File: config.mk
export PLATFORM = sky130hd
export DESIGN_NAME = http_chunked_decoder_flat
export DESIGN_NICKNAME = d
export VERILOG_FILES = /design/src/sv/hcd_pkg.sv /design/src/sv/hcd_if.sv /design/src/sv/hcd_front.sv /design/src/sv/hcd_queue.sv /design/src/sv/hcd_back.sv /design/src/sv/http_chunked_decoder.sv /design/src/flat_wrapper.sv
export SDC_FILE = /design/constraint.sdc
export NUM_CORES = 1
export LEC_CHECK = 0
export BUFFER_PORTS_ARGS = -buffer_cell sky130_fd_sc_hd__buf_2
export CAP_MARGIN = 20
export CORE_MARGIN = 2
export CORE_UTILIZATION = 45
export DETAILED_ROUTE_END_ITERATION = 8
export PLACE_DENSITY = 0.64
export SLEW_MARGIN = 20
export SYNTH_ARGS = -nofsm -noshare
export SYNTH_HDL_FRONTEND = slang
export SYNTH_SLANG_ARGS = --single-unit
export TNS_END_PERCENT = 30
File: constraint.sdc
create_clock -name i_clk -period 5.3 [get_ports i_clk]
set_input_delay 0.265 -clock i_clk [delete_from_list [all_inputs] [get_ports i_clk]]
set_output_delay 0.265 -clock i_clk [all_outputs]
set_load 0.05 [all_outputs]
File: src/sv/hcd_pkg.sv
// Shared constants, types and state codes of the chunked body decoder.
package hcd_pkg;

    localparam int LEN_BITS    = 32;
    localparam int COUNT_BITS  = 32;
    localparam int BYTE_BITS   = 8;
    localparam int DIGIT_BITS  = 4;
    localparam int QUEUE_DEPTH = 4;
    localparam int QPTR_BITS   = $clog2(QUEUE_DEPTH);
    localparam int QCNT_BITS   = $clog2(QUEUE_DEPTH + 1);

    localparam logic [BYTE_BITS-1:0]  CR_BYTE    = 8'h0D;
    localparam logic [BYTE_BITS-1:0]  TAB_BYTE   = 8'h09;
    localparam logic [BYTE_BITS-1:0]  SPACE_BYTE = 8'h20;
    localparam logic [BYTE_BITS-1:0]  PLUS_BYTE  = 8'h2B;
    localparam logic [COUNT_BITS-1:0] COUNT_MAX  = '1;
    localparam logic [LEN_BITS-1:0]   LEN_MAX    = '1;

    typedef enum logic [2:0] {
        PH_WS     = 3'd0,
        PH_SIGN   = 3'd1,
        PH_DIGITS = 3'd2,
        PH_LF     = 3'd3,
        PH_EXT    = 3'd4,
        PH_DATA   = 3'd5,
        PH_DONE   = 3'd6
    } t_phase;

    typedef struct packed {
        logic [BYTE_BITS-1:0]  data;
        logic                  last;
        logic                  is_digit;
        logic [DIGIT_BITS-1:0] digit;
        logic                  is_space;
        logic                  is_plus;
        logic                  is_cr;
    } t_item;

endpackage

File: src/sv/hcd_if.sv
// Valid/ready channel interfaces for raw input bytes and decoded results.
interface hcd_in_if;
    import hcd_pkg::*;

    logic                 valid;
    logic                 ready;
    logic [BYTE_BITS-1:0] in_byte;
    logic                 last_byte;

    modport source (output valid, in_byte, last_byte, input ready);
    modport sink   (input valid, in_byte, last_byte, output ready);
endinterface

interface hcd_out_if;
    import hcd_pkg::*;

    logic                  valid;
    logic                  ready;
    logic [BYTE_BITS-1:0]  out_byte;
    logic                  has_data;
    logic                  is_end;
    logic                  status;
    logic [COUNT_BITS-1:0] total_length;

    modport source (output valid, out_byte, has_data, is_end, status, total_length,
                    input ready);
    modport sink   (input valid, out_byte, has_data, is_end, status, total_length,
                    output ready);
endinterface

File: src/sv/hcd_front.sv
// Front end: accept raw bytes and classify them for the decode engine.
module hcd_front (
    hcd_in_if.sink           i_in,
    input  logic             i_full,
    output logic             o_push,
    output hcd_pkg::t_item   o_item
);
    import hcd_pkg::*;

    logic [BYTE_BITS-1:0] b;

    assign b         = i_in.in_byte;
    assign i_in.ready = !i_full;
    assign o_push    = i_in.valid && !i_full;

    always_comb begin
        o_item          = '0;
        o_item.data     = b;
        o_item.last     = i_in.last_byte;
        o_item.is_space = (b == SPACE_BYTE) || ((b >= TAB_BYTE) && (b <= CR_BYTE));
        o_item.is_plus  = (b == PLUS_BYTE);
        o_item.is_cr    = (b == CR_BYTE);
        unique case (b) inside
            [8'h30:8'h39]: begin
                o_item.is_digit = 1'b1;
                o_item.digit    = b[DIGIT_BITS-1:0];
            end
            [8'h41:8'h46], [8'h61:8'h66]: begin
                o_item.is_digit = 1'b1;
                o_item.digit    = DIGIT_BITS'(b[DIGIT_BITS-1:0] + 4'd9);
            end
            default: begin
                o_item.is_digit = 1'b0;
                o_item.digit    = '0;
            end
        endcase
    end

endmodule

File: src/sv/hcd_queue.sv
// Short register queue between the classifier and the decode engine.
module hcd_queue (
    input  logic           i_clk,
    input  logic           i_rst_n,
    input  logic           i_push,
    input  hcd_pkg::t_item i_item,
    output logic           o_full,
    input  logic           i_pop,
    output logic           o_valid,
    output hcd_pkg::t_item o_item
);
    import hcd_pkg::*;

    t_item                r_mem [QUEUE_DEPTH];
    logic [QPTR_BITS-1:0] r_wr_ptr, n_wr_ptr;
    logic [QPTR_BITS-1:0] r_rd_ptr, n_rd_ptr;
    logic [QCNT_BITS-1:0] r_count,  n_count;

    assign o_full  = (r_count == QCNT_BITS'(QUEUE_DEPTH));
    assign o_valid = (r_count != '0);
    assign o_item  = r_mem[r_rd_ptr];

    always_comb begin
        n_wr_ptr = r_wr_ptr;
        n_rd_ptr = r_rd_ptr;
        n_count  = r_count;
        if (i_push) begin
            n_wr_ptr = (r_wr_ptr == QPTR_BITS'(QUEUE_DEPTH - 1)) ? '0
                                                                 : QPTR_BITS'(r_wr_ptr + 1'b1);
        end
        if (i_pop) begin
            n_rd_ptr = (r_rd_ptr == QPTR_BITS'(QUEUE_DEPTH - 1)) ? '0
                                                                 : QPTR_BITS'(r_rd_ptr + 1'b1);
        end
        if (i_push && !i_pop) begin
            n_count = QCNT_BITS'(r_count + 1'b1);
        end else if (!i_push && i_pop) begin
            n_count = QCNT_BITS'(r_count - 1'b1);
        end
    end

    always_ff @(posedge i_clk) begin
        if (!i_rst_n) begin
            r_wr_ptr <= '0;
            r_rd_ptr <= '0;
            r_count  <= '0;
        end else begin
            r_wr_ptr <= n_wr_ptr;
            r_rd_ptr <= n_rd_ptr;
            r_count  <= n_count;
        end
    end

    always_ff @(posedge i_clk) begin
        if (i_push) begin
            r_mem[r_wr_ptr] <= i_item;
        end
    end

endmodule

File: src/sv/hcd_back.sv
// Decode engine: chunk header state machine, counters and output register.
module hcd_back (
    input  logic           i_clk,
    input  logic           i_rst_n,
    input  logic           i_valid,
    input  hcd_pkg::t_item i_item,
    output logic           o_pop,
    hcd_out_if.source      o_out
);
    import hcd_pkg::*;

    t_phase                r_phase,      n_phase;
    logic [LEN_BITS-1:0]   r_length_acc, n_length_acc;
    logic [LEN_BITS-1:0]   r_bytes_left, n_bytes_left;
    logic [COUNT_BITS-1:0] r_out_count,  n_out_count;

    logic                  r_out_valid,  n_out_valid;
    logic [BYTE_BITS-1:0]  r_out_byte,   n_out_byte;
    logic                  r_has_data,   n_has_data;
    logic                  r_is_end,     n_is_end;
    logic                  r_status,     n_status;
    logic [COUNT_BITS-1:0] r_total,      n_total;

    logic                  has;
    logic                  short_err;
    logic                  load;
    logic [LEN_BITS-1:0]   acc_shift;
    logic                  acc_sat;

    assign o_pop              = i_valid && (!r_out_valid || o_out.ready);
    assign o_out.valid        = r_out_valid;
    assign o_out.out_byte     = r_out_byte;
    assign o_out.has_data     = r_has_data;
    assign o_out.is_end       = r_is_end;
    assign o_out.status       = r_status;
    assign o_out.total_length = r_total;

    assign acc_sat   = (r_length_acc[LEN_BITS-1 -: DIGIT_BITS] != '0);
    assign acc_shift = {r_length_acc[LEN_BITS-DIGIT_BITS-1:0], i_item.digit};

    always_comb begin
        n_phase      = r_phase;
        n_length_acc = r_length_acc;
        n_bytes_left = r_bytes_left;
        n_out_count  = r_out_count;
        has          = 1'b0;

        if (o_pop) begin
            unique case (r_phase)
                PH_WS: begin
                    if (i_item.is_space) begin
                        n_phase = PH_WS;
                    end else if (i_item.is_plus) begin
                        n_phase = PH_SIGN;
                    end else if (i_item.is_digit) begin
                        n_length_acc = LEN_BITS'(i_item.digit);
                        n_phase      = PH_DIGITS;
                    end else begin
                        n_phase = PH_DONE;
                    end
                end
                PH_SIGN: begin
                    if (i_item.is_digit) begin
                        n_length_acc = LEN_BITS'(i_item.digit);
                        n_phase      = PH_DIGITS;
                    end else begin
                        n_phase = PH_DONE;
                    end
                end
                PH_DIGITS: begin
                    if (i_item.is_digit) begin
                        n_length_acc = acc_sat ? LEN_MAX : acc_shift;
                    end else if (r_length_acc == '0) begin
                        n_phase = PH_DONE;
                    end else begin
                        n_phase = i_item.is_cr ? PH_LF : PH_EXT;
                    end
                end
                PH_EXT: begin
                    if (i_item.is_cr) begin
                        n_phase = PH_LF;
                    end
                end
                PH_LF: begin
                    n_bytes_left = r_length_acc;
                    n_phase      = PH_DATA;
                end
                PH_DATA: begin
                    has          = 1'b1;
                    n_bytes_left = LEN_BITS'(r_bytes_left - 1'b1);
                    if (r_out_count != COUNT_MAX) begin
                        n_out_count = COUNT_BITS'(r_out_count + 1'b1);
                    end
                    if (r_bytes_left == LEN_BITS'(1)) begin
                        n_length_acc = '0;
                        n_phase      = PH_WS;
                    end
                end
                default: begin
                    n_phase = PH_DONE;
                end
            endcase
        end

        short_err = ((n_phase == PH_DIGITS) && (n_length_acc != '0)) ||
                    (n_phase == PH_LF) || (n_phase == PH_EXT) || (n_phase == PH_DATA);

        load        = o_pop && (has || i_item.last);
        n_out_valid = load ? 1'b1 : (o_out.ready ? 1'b0 : r_out_valid);
        n_out_byte  = has ? i_item.data : '0;
        n_has_data  = has;
        n_is_end    = i_item.last;
        n_status    = i_item.last && short_err;
        n_total     = i_item.last ? n_out_count : '0;

        if (o_pop && i_item.last) begin
            n_phase      = PH_WS;
            n_length_acc = '0;
            n_bytes_left = '0;
            n_out_count  = '0;
        end
    end

    always_ff @(posedge i_clk) begin
        if (!i_rst_n) begin
            r_phase      <= PH_WS;
            r_length_acc <= '0;
            r_bytes_left <= '0;
            r_out_count  <= '0;
            r_out_valid  <= 1'b0;
        end else begin
            r_phase      <= n_phase;
            r_length_acc <= n_length_acc;
            r_bytes_left <= n_bytes_left;
            r_out_count  <= n_out_count;
            r_out_valid  <= n_out_valid;
        end
    end

    always_ff @(posedge i_clk) begin
        if (load) begin
            r_out_byte <= n_out_byte;
            r_has_data <= n_has_data;
            r_is_end   <= n_is_end;
            r_status   <= n_status;
            r_total    <= n_total;
        end
    end

endmodule

File: src/sv/http_chunked_decoder.sv
// HTTP chunked body decoder, top level.
//
// i_in carries one raw body byte per transfer, with last_byte marking the
// final byte. o_out carries decoded results: a payload byte (has_data), an
// end marker (is_end with status and total_length), or both in one transfer.
// Header bytes, extensions and the CR/LF framing produce no transfer.
//
// Throughput is one input byte per cycle unless the receiver stalls, set by
// the decode state machine, which retires one queued byte per cycle. An input
// byte is registered in the classifier queue, then passes through the decode
// engine into the output register.
//
// When the receiver stalls, the held result stays on o_out and the engine
// stops; up to four further bytes collect in the queue before i_in.ready
// drops. Reset empties the queue and the output register and returns the
// decoder to the start of a header; no clearing pass is needed. After the
// end marker the decoder is back in its reset state for the next body.
module http_chunked_decoder (
    input  logic       i_clk,
    input  logic       i_rst_n,
    hcd_in_if.sink     i_in,
    hcd_out_if.source  o_out
);
    import hcd_pkg::*;

    logic  push;
    logic  full;
    logic  pop;
    logic  q_valid;
    t_item push_item;
    t_item head_item;

    hcd_front u_front (
        .i_in   (i_in),
        .i_full (full),
        .o_push (push),
        .o_item (push_item)
    );

    hcd_queue u_queue (
        .i_clk   (i_clk),
        .i_rst_n (i_rst_n),
        .i_push  (push),
        .i_item  (push_item),
        .o_full  (full),
        .i_pop   (pop),
        .o_valid (q_valid),
        .o_item  (head_item)
    );

    hcd_back u_back (
        .i_clk   (i_clk),
        .i_rst_n (i_rst_n),
        .i_valid (q_valid),
        .i_item  (head_item),
        .o_pop   (pop),
        .o_out   (o_out)
    );

endmodule

File: src/flat_wrapper.sv
// flat-port wrapper written by rule: the top's interface ports become plain ports
module http_chunked_decoder_flat import hcd_pkg::*;
  (i_clk, i_rst_n, i_in_valid, i_in_in_byte, i_in_last_byte, i_in_ready, o_out_valid, o_out_out_byte, o_out_has_data, o_out_is_end, o_out_status, o_out_total_length, o_out_ready);
  hcd_in_if i_in_i ();
  hcd_out_if o_out_i ();
  input  logic i_clk;
  input  logic i_rst_n;
  input wire logic [$bits(i_in_i.valid)-1:0] i_in_valid;
  input wire logic [$bits(i_in_i.in_byte)-1:0] i_in_in_byte;
  input wire logic [$bits(i_in_i.last_byte)-1:0] i_in_last_byte;
  output wire logic [$bits(i_in_i.ready)-1:0] i_in_ready;
  output wire logic [$bits(o_out_i.valid)-1:0] o_out_valid;
  output wire logic [$bits(o_out_i.out_byte)-1:0] o_out_out_byte;
  output wire logic [$bits(o_out_i.has_data)-1:0] o_out_has_data;
  output wire logic [$bits(o_out_i.is_end)-1:0] o_out_is_end;
  output wire logic [$bits(o_out_i.status)-1:0] o_out_status;
  output wire logic [$bits(o_out_i.total_length)-1:0] o_out_total_length;
  input wire logic [$bits(o_out_i.ready)-1:0] o_out_ready;
  assign i_in_i.valid = i_in_valid;
  assign i_in_i.in_byte = i_in_in_byte;
  assign i_in_i.last_byte = i_in_last_byte;
  assign i_in_ready = i_in_i.ready;
  assign o_out_valid = o_out_i.valid;
  assign o_out_out_byte = o_out_i.out_byte;
  assign o_out_has_data = o_out_i.has_data;
  assign o_out_is_end = o_out_i.is_end;
  assign o_out_status = o_out_i.status;
  assign o_out_total_length = o_out_i.total_length;
  assign o_out_i.ready = o_out_ready;
  http_chunked_decoder u_core (.i_clk(i_clk), .i_rst_n(i_rst_n), .i_in(i_in_i), .o_out(o_out_i));
endmodule
* Word-level counts from Yosys, hierarchy flattened *
Memories as Yosys holds them, arrays and structs flattened. A register that Yosys moved wholly into a read port is not among the register bits.
Cells that the tools add are included.

storage, ports and cells
  register bits = 150
  memory bits (writable) = 68
  input port bits = 13
  output and inout bits = 45
  word-level logic and storage cells = 115
  memories = 1

operators by class
  add/sub/neg operators = 7
  magnitude comparators = 8
  equal/unequal tests = 17
  mux-type cells = 35
  bitwise operators = 1
  reductions and logical operators = 33

memories
  name                  depth  width  read ports  clocked after Yosys merged registers in  wr ports  line             RTL
  u_core.u_queue.r_mem  4      17     1           1                                        1         hcd_queue.sv:14  t_item r_mem [QUEUE_DEPTH];

operators by type and width
  cell                                                                   count
  32-bit two-way mux                                                     10
  32-bit case mux with 4 select lines                                    1
  32-bit case mux with 2 select lines                                    1
  3-bit two-way mux                                                      11
  32-bit by 1-bit adder with 32-bit output, second input constant        1
  32-bit by 1-bit == test with 1-bit output, second input constant       1
  32-bit logical NOT                                                     1
  32-bit inequality test, second input constant                          1
  32-bit nonzero test                                                    1
  32-bit by 1-bit subtractor with 32-bit output, second input constant   1
  3-bit case mux with 6 select lines                                     1
  8-bit by 6-bit == test with 1-bit output, second input constant        2
  8-bit by 7-bit >= comparator with 1-bit output, second input constant  2
  8-bit by 7-bit <= comparator with 1-bit output, second input constant  2
  3-bit == test, second input constant                                   5
  3-bit by 2-bit == test with 1-bit output, second input constant        4
  1-bit logical AND                                                      12
  5-bit case mux with 2 select lines                                     1
  8-bit by 4-bit == test with 1-bit output, second input constant        1
  8-bit by 4-bit >= comparator with 1-bit output, second input constant  1
  8-bit by 6-bit >= comparator with 1-bit output, second input constant  1
  8-bit by 4-bit <= comparator with 1-bit output, second input constant  1
  8-bit by 6-bit <= comparator with 1-bit output, second input constant  1
  2-bit two-way mux                                                      4
  other kinds (16)                                                       34

* Longest topological paths before layout *
Gate-level depths: netlist of the first run.

  depth after elaboration = 11
  gate-level depth with buffers = 10
  depth with buffers taken out = 10

* Cells and area by module *
Synthesis of the first run repeated with hierarchy kept, for this count alone.

second synthesis, totals
  cells, all modules = 983
  area, all modules = 10296.1 sq um

by module, submodules not included
  module     instances  cells an instance  area each (sq um)  sequential area each (sq um)
  hcd_back   1          801                6994.2             3293.2
  hcd_queue  1          133                2951.6             2222.1
  hcd_front  1          49                 350.3              0.0

* Worst setup path after synthesis of the first run *
Ideal clock, no wire load.

  path kind = register to register
  start point = register u_core.u_back.r_out_valid, in the netlist u_core.u_back.o_out.valid
  end point = register u_core.u_back.r_has_data, in the netlist u_core.u_back.o_out.has_data (enable)
  library setup time = 0.459 ns
  arrival time = 3.484 ns
  required time = 4.841 ns
  setup slack = 1.357 ns
  cell stages (with the launch flop) = 6
  buffers on the path = 1
  period minus slack after synthesis = 3.943 ns
  path through = dfxtp_1 nor2b_1 nor2_1 inv_2 clkbuf_1 a21oi_1

on the way
  cells in the longest elaborated chain, start to end = 6

ends and longest elaborated chain
  item                    line             RTL
  start, declared         hcd_back.sv:17   logic r_out_valid, n_out_valid;
  start signal, assigned  hcd_back.sv:136  r_out_valid <= n_out_valid;
  1-bit logical NOT (*)   hcd_back.sv:30   assign o_pop = i_valid && (!r_out_valid || o_out.ready);
  1-bit logical OR (*)    hcd_back.sv:30
  1-bit logical AND (*)   hcd_back.sv:30
  1-bit two-way mux       hcd_back.sv:48   if (o_pop) begin
  1-bit logical OR        hcd_back.sv:108  load = o_pop && (has || i_item.last);
  1-bit logical AND (*)   hcd_back.sv:108
  net u_core.u_back.load  hcd_back.sv:26   logic load;
  end signal, assigned    hcd_back.sv:143  r_has_data <= n_has_data;
  end, declared           hcd_back.sv:19   logic r_has_data, n_has_data;

Mark *: on every way through the listed nets, which the timed path passes. The rest lies on a longest branch.
A chain may end at the register's enable or synchronous reset.

* Worst setup path after layout of the first run *
  start point = register u_core.u_back.r_phase[2]
  end point = register u_core.u_back.r_total[11], in the netlist u_core.u_back.o_out.total_length[11] (enable)

on the way
  cells in the longest elaborated chain, start to end = 5

ends and longest elaborated chain
  item                    line             RTL
  start, declared         hcd_back.sv:12   t_phase r_phase, n_phase;
  start signal, assigned  hcd_back.sv:132  r_phase <= n_phase;
  3-bit == test           hcd_back.sv:49   unique case (r_phase)
  1-bit two-way mux       hcd_back.sv:49
  1-bit two-way mux       hcd_back.sv:48
  1-bit logical OR        hcd_back.sv:108
  1-bit logical AND       hcd_back.sv:108
  net u_core.u_back.load  hcd_back.sv:26
  end signal, assigned    hcd_back.sv:146  r_total <= n_total;
  end, declared           hcd_back.sv:22   logic [COUNT_BITS-1:0] r_total, n_total;

The timed path passes the listed nets, and every way through them passes these cells.

==> key figures, run 1 <==
Power
  – Total power per unit cell area: ~500 mW/mm2
  – Static Leak: approximately 4 nW
  – Peak supply drop: around 310 uV

Worst setup path
  – Crit path max fanout: 38
  – WS Path Type: flop to flop
  – CP Data Required Time: around 5.5 ns
  – Worst Reg-to-Reg Cells: 4
  – Nature of the critical path startpoint: flop
  – R2R Path End: u_core.u_back.o_out.total_length[11]$_SDFFCE_PN0P_
  – Worst R2R Start: u_core.u_back.r_phase[2]$_SDFF_PP0_
  – WP data arrival: 3.12 ns
  – CP Capture Type: flop
  – FF-to-FF setup slack: around 2.4 ns

Synthesis
  – Main combinational cell family by area after synthesis: simple AND/OR/NAND/NOR gates
  – #FFs+latches synth: 220
  – Mean post-synth cell area: roughly 10 um2
  – Xor/xnor share of the synthesized area: approximately 3.5%
  – Syn nets: approximately 960
  – Primary FF master, synth: edfxtp_1
  – Synth Instances: ~930
  – Post-synthesis instance area: just under 0.01 mm2
  – Netlist cell types: 73
  – Post-Synth Simple-Gate Area: 18.3%
  – Post-synthesis mux area share: under 10%
  – Post-synthesis compound-gate area fraction: 11.9%
  – Synthesized-area fraction occupied by adder cells: 1.87%
  – Asr flop ratio synth: 0%
  – Post-synth EDFFs: about 110
  – Post-synthesis sequential area ratio: about 57%
  – Synth warn: 0

Clock network
  – CTS tree: built
  – Clock transition at path regs: roughly 0.06 ns
  – Max Root-Sink Buffers: 3
  – H-tree depth: 1
  – CTS Sinks: 220
  – # resized after CTS: 0
  – Setup Fix Bufs, Post-CTS: 0
  – Clk Latency, worst-skew pair: 0.51 ns
  – Clock root buffer: clkbuf_16
  – Post-CTS Hold Buffers: 1
  – CTS Buf Count: 24

Floorplanning
  – Die width: roughly 150 um
  – I/O pin count: between 50 and 60
  – Area of the die: between 0.02 and 0.025 mm2
  – Row count: 53
  – Starting Density: 46.1%
  – Die Height: roughly 150 um
  – Total core area: approximately 0.021 mm2

STA
  – Max-slew violation count: 0
  – Measured slew at the worst slew-check pin: roughly 0.95 ns
  – Final hold viol count: 0
  – Fin crit share: 55.4%
  – Final setup TNS: 0 ns
  – Relative slew slack: 36.5%
  – Clock skew: between 0.009 and 0.01 ns
  – RSZ-0062 raised after global routing: false
  – FMAX: about 340 MHz
  – Fin crit period: ~2.9 ns
  – Final setup vio count: 0

Final layout
  – Layout fillers: approximately 1,900
  – Number of inserted diodes: 0
  – Leading cell type in the layout, fill and taps excluded: nor2_1
  – Final-stage net count: 1,007
  – Most frequent cells in the layout: nor2_1 (122), edfxtp_1 (111), dfxtp_1 (109)
  – Layout cell share with drive strength beyond 1: 14.7%
  – Layout Utilization: a little over half
  – Area grow syn2layout: 14.2%

Hold path
  – Hold path startpoint: i_in_in_byte[7]
  – Worst hold stages: 1
  – Hold Path Class: input port to flop
  – Hold Crit Endpoint: u_core.u_queue.r_mem[2][16]$_DFFE_PP_

Route
  – Via count: roughly 7,000
  – Routed Antenna Nets: 0
  – Detailed Routing Iterations Pass 1: 5
  – # DRC: 0
  – Drt via density: 5.53
  – First DRT Iteration DRCs: 480
  – Total Wirelength: ~21,000 um
  – WL per Instance: between 15 and 20 um

Global route
  – GRT busiest layer: met2
  – Met1 Use GR: between 20% and 30%
  – Largest net degree at the start of global routing: 72
  – First-pass GRT wire length: roughly 34,000 um
  – Met2 GRT Util: a little under a third
  – Vias in the first global route: 6,631
  – M3 GR Usage: 2.47%
  – Initial antenna violation count: 0
  – Total track usage: between 10% and 20%
  – Remaining Overflow, GRT: 0

Flow run
  – Max-cap check violation count: 0

Placed design
  – Placer Congestion: 0.837
  – Post-DP HPWL: roughly 14,000 um
  – PortBufs: 57

Outcome
  – Status: finished, final reports clean
how the worst max path moves through the flow:
stage / start / endpoint / depth (start not counted)
floorplan: u_core.u_back.o_out.valid$_SDFFE_PN0P_ / u_core.u_back.o_out.has_data$_DFFE_PP_ / 5
global placement: flop / u_core.u_back.o_out.out_byte[4]$_SDFFCE_PN0P_ / 4
detailed placement: flop / u_core.u_back.o_out.out_byte[5]$_SDFFCE_PN0P_ / 4
CTS: flop / u_core.u_back.o_out.status$_DFFE_PP_ / 4
global route: u_core.u_back.r_phase[1]$_SDFF_PP0_ / u_core.u_back.o_out.status$_DFFE_PP_ / 7
finish: u_core.u_back.r_phase[2]$_SDFF_PP0_ / u_core.u_back.o_out.total_length[11]$_SDFFCE_PN0P_ / 4
Yosys cell counts (11+ instances only):
library cell | n | area share [%]
nand2_1 | 105 | 4.0
xnor2_1 | 14 | 1.3
mux4_2 | 16 | 3.7
xor2_1 | 25 | 2.2
ha_1 | 13 | 1.7
clkbuf_1 | 35 | 1.3
nor2_1 | 122 | 4.7
nand4_1 | 18 | 1.2
and3_1 | 14 | 0.90
nor4_1 | 16 | 1.0
a21oi_1 | 66 | 3.4
inv_1 | 18 | 0.69
dfxtp_1 | 109 | 22
o21ai_0 | 62 | 3.2
mux2i_1 | 11 | 1.1
nand3_1 | 19 | 0.97
nor3_1 | 25 | 1.3
edfxtp_1 | 111 | 34
final cells by class:
cell class	count	area (um2)	area share [%]
sequential	220	5520	49.5
multi-input combinational	645	4010	36.0
timing repair buffer	69	390	3.50
clock inverter	9	95.1	0.854
clock buffer	35	711	6.38
tap	275	344	3.09
inverter	20	75.1	0.674
critical path, stage by stage (launching register included):
cell and delay (ns):
dfxtp_1 0.62, nand2b_1 0.14, or2_2 0.57, a21oi_4 0.85, buf_4 0.41
through the flow:
stage | area (um2) | total power [W] | cells | setup slack, ns | hold WS (ns)
finish | 11100 | 0.00556 | 1273 | 2.36 | 0.0463
global route | 11100 | 0.00581 | 1273 | 2.07 | 0.0376
CTS | 11100 | 0.00560 | 1273 | 2.32 | 0.0300
detailed placement | 10300 | 0.00394 | 1228 | 2.34 | 0.482
global placement | 10300 | 0.00392 | 1228 | 2.37 | 0.472
floorplan | 9750 | 0.00351 | 931 | 1.36 | 0.364
registers in the layout, summed over array words and instances, names as in the netlist, 3 cells and up, named ones only:
signal	flops
u_core.u_queue.r_mem	68
u_core.u_back.o_out.total_length	32
u_core.u_back.r_bytes_left	32
u_core.u_back.r_length_acc	32
u_core.u_back.r_out_count	32
u_core.u_back.o_out.out_byte	8
u_core.u_back.r_phase	3
u_core.u_queue.r_count	3
power breakdown:
part           leakage [nW]  switching [W]  internal, W
sequential             1.96       0.000123      0.00206
clock                 0.400       0.000642      0.00102
combinational          1.69        0.00124     0.000472
metal layers:
metal  share of wire, %  up-vias
met4                2.5        0
li1                   -     3491
met2                 46      179
met3                4.3       38
met5                  0        -
met1                 47     3330
kinds of logic (layout without fill, tap and decap cells):
family / count (synthesis) / count (layout)
and+or+nand+nor: 367 / 367
DFF: 220 / 220
AOI/OAI and AO/OA: 196 / 196
buffers and inverters: 66 / 133
xor gates and xnor gates: 39 / 39
muxes: 29 / 29
adders and majority gates: 14 / 14
No activity file was read; power rests on OpenSTA's default activity.
==> run 2, diff against run 1 <==
--- a/config.mk
+++ b/config.mk
@@ -10,7 +10,7 @@
 export CORE_MARGIN = 2
 export CORE_UTILIZATION = 45
 export DETAILED_ROUTE_END_ITERATION = 8
-export PLACE_DENSITY = 0.64
+export PLACE_DENSITY = 0.66
 export SLEW_MARGIN = 20
 export SYNTH_ARGS = -nofsm -noshare
 export SYNTH_HDL_FRONTEND = slang
==> constraint.sdc (replaced) <==
create_clock -name i_clk -period 2.4 [get_ports i_clk]
set_input_delay 0.12 -clock i_clk [delete_from_list [all_inputs] [get_ports i_clk]]
set_output_delay 0.12 -clock i_clk [all_outputs]
set_load 0.05 [all_outputs]
==> run 2 against run 1 <==
Net effect: final area rose by 6.4%; critical path type unchanged; sequential power grew 120%; sequential share of layout area fell by 3.0 points; wire length is 5.8% higher; via count rose by 6.0%.
==> key figures, run 2 (synthesized netlist as in run 1, its figures left out) <==
Worst setup path
  – CP Data Required Time: roughly 2.7 ns
  – Critical path's slowest cell: or4_1
  – Crit path max fanout: 4
  – Nature of the critical path startpoint: flop
  – Top delay family on crit path: simple AND/OR/NAND/NOR gates
  – Cell mode on critical path: nand4_1
  – WS Path Type: flop to flop
  – Critical path buffers and inverters: 0
  – Worst path max stage delay: ~0.50 ns
  – CP Capture Type: flop
  – CP Cell Sequence: nor4_1, nand4_1, or4_1, o32ai_1, nand4_1, o2bb2ai_1
  – WP data arrival: around 2.6 ns

Final layout
  – Area grow syn2layout: 21.6%
  – Largest Register: u_core.u_queue.r_mem
  – Non-filler instance count after layout: 1,351
  – Layout cell share with drive strength beyond 1: a little over a fifth
  – Max FFs per register: 68
  – Final-stage net count: ~1,100
  – Most frequent cells in the layout: nor2_1 (121), edfxtp_1 (111), dfxtp_1 (105)
  – Leading cell type in the layout, fill and taps excluded: nor2_1
  – Number of inserted diodes: 0

STA
  – Relative slew slack: around 61%
  – Clock skew: approximately 0.008 ns
  – Worst hold slack: approximately 0.36 ns
  – Final hold viol count: 0
  – Measured slew at the worst slew-check pin: around 0.58 ns
  – Max-slew violation count: 0
  – FMAX: ~430 MHz
  – Fin crit period: approximately 2.3 ns
  – Final setup vio count: 0
  – Fin crit share: between 90% and 100%
  – RSZ-0062 raised after global routing: true

Route
  – Drt via density: around 5.5
  – Total Wirelength: 22,000 um
  – Routed Antenna Nets: 0
  – First DRT Iteration DRCs: 527
  – # DRC: 0
  – Via count: approximately 7,500
  – WL per Instance: 16.3 um
  – Detailed Routing Iterations Pass 1: 5

Global route
  – Total track usage: 19.4%
  – First-pass GRT wire length: ~36,000 um
  – Remaining Overflow, GRT: 0
  – Largest net degree at the start of global routing: 100
  – Vias in the first global route: roughly 7,100
  – Initial antenna violation count: 0

Floorplanning
  – Area of the die: approximately 0.023 mm2
  – I/O pin count: 58
  – Total core area: between 0.02 and 0.025 mm2
  – Starting Density: roughly 46%
  – Die Height: between 150 and 200 um
  – Row count: 53
  – Die width: 151 um

Placed design
  – Placed cells: ~1,300
  – Placer Congestion: 0.869
  – PortBufs: between 50 and 60
  – Post-DP HPWL: roughly 15,000 um

Clock network
  – H-tree depth: 1
  – CTS tree: built
  – CTS Buf Count: 24
  – Clock root buffer: clkbuf_16
  – Clk Latency, worst-skew pair: around 0.5 ns
  – Max Root-Sink Buffers: 3
  – Clock transition at path regs: roughly 0.06 ns
  – CTS Sinks: 220

Power
  – Peak supply drop: between 500 and 600 uV
  – Total power: 0.0128 W
  – Total power per unit cell area: between 1000 and 1500 mW/mm2
  – Static Leak: about 4.5 nW

Outcome
  – Status: finished, final reports clean

Hold path
  – Hold Path Class: input port to flop

Flow run
  – Max-cap check violation count: 0
## run 2: cell count changes in the layout (fill, tap and decap cells not counted), moves of 3 or more
cell           delta
buf_4            +66
dlygate4sd3_1    +11
dfxtp_2           +4
clkbuf_8          -3
dfxtp_1           -4
clkinv_2          +3
## run 2: stage by stage
stage                     utilization, %  setup TNS, ns  setup slack (ns)  area, um2
final                               56.1              0            0.0622      11900
after global routing                56.1        -0.0462           -0.0265      11900
after CTS                           55.7              0            0.0304      11800
after detailed placement            51.3              0            0.0193      10900
after global placement              51.3              0            0.0615      10900
after floorplan                        -         -0.141           -0.0462       9780
## run 2: worst paths after layout
check | cells past startpoint | end | start | slack, ns
min | 2 | u_core.u_queue.r_mem[3][8]$_DFFE_PP_ | i_in_last_byte | 0.36
max | 6 | u_core.u_back.o_out.status$_DFFE_PP_ | u_core.u_back.r_length_acc[10]$_SDFF_PP0_ | 0.06
max reg2reg | 6 | u_core.u_back.o_out.status$_DFFE_PP_ | u_core.u_back.r_length_acc[10]$_SDFF_PP0_ | 0.06
min reg2reg | 2 | u_core.u_back.r_length_acc[7]$_SDFF_PP0_ | u_core.u_back.r_length_acc[7]$_SDFF_PP0_ | 0.49
## run 2: power by group
part           internal (W)  switching, W  leakage [nW]
sequential          0.00455      0.000198          1.96
clock               0.00225       0.00146         0.394
combinational       0.00139       0.00293          2.12
## run 2: routing by layer
metal | share of wire (%) | global-route usage (%) | wire length [um] | vias to the layer above
met3 | 4.7 | 2.47 | 1030 | 39
met5 | 0 | 0 | 0 | -
li1 | - | - | - | 3639
met2 | 47 | 31.5 | 10400 | 193
met1 | 45 | 27.2 | 10000 | 3589
met4 | 2.6 | 6.12 | 578 | 0
## run 2: what timing repair did
action	4_1_cts	5_1_grt
gates resized for setup	1	16
buffers inserted	0	2
pin swaps	0	3
hold buffers	12	0
endpoints found under the setup margin	2	31
hold endpoints to repair	46	0
## run 2: layout make-up
type / instances / area (um2)
Tap cell: 275 / 344
Clock buffer: 30 / 654
Fill cell: 1837 / 9300
Sequential cell: 220 / 5520
Multi-Input combinational cell: 645 / 4080
Timing Repair Buffer: 148 / 1040
Inverter: 20 / 75.1
Clock inverter: 13 / 144
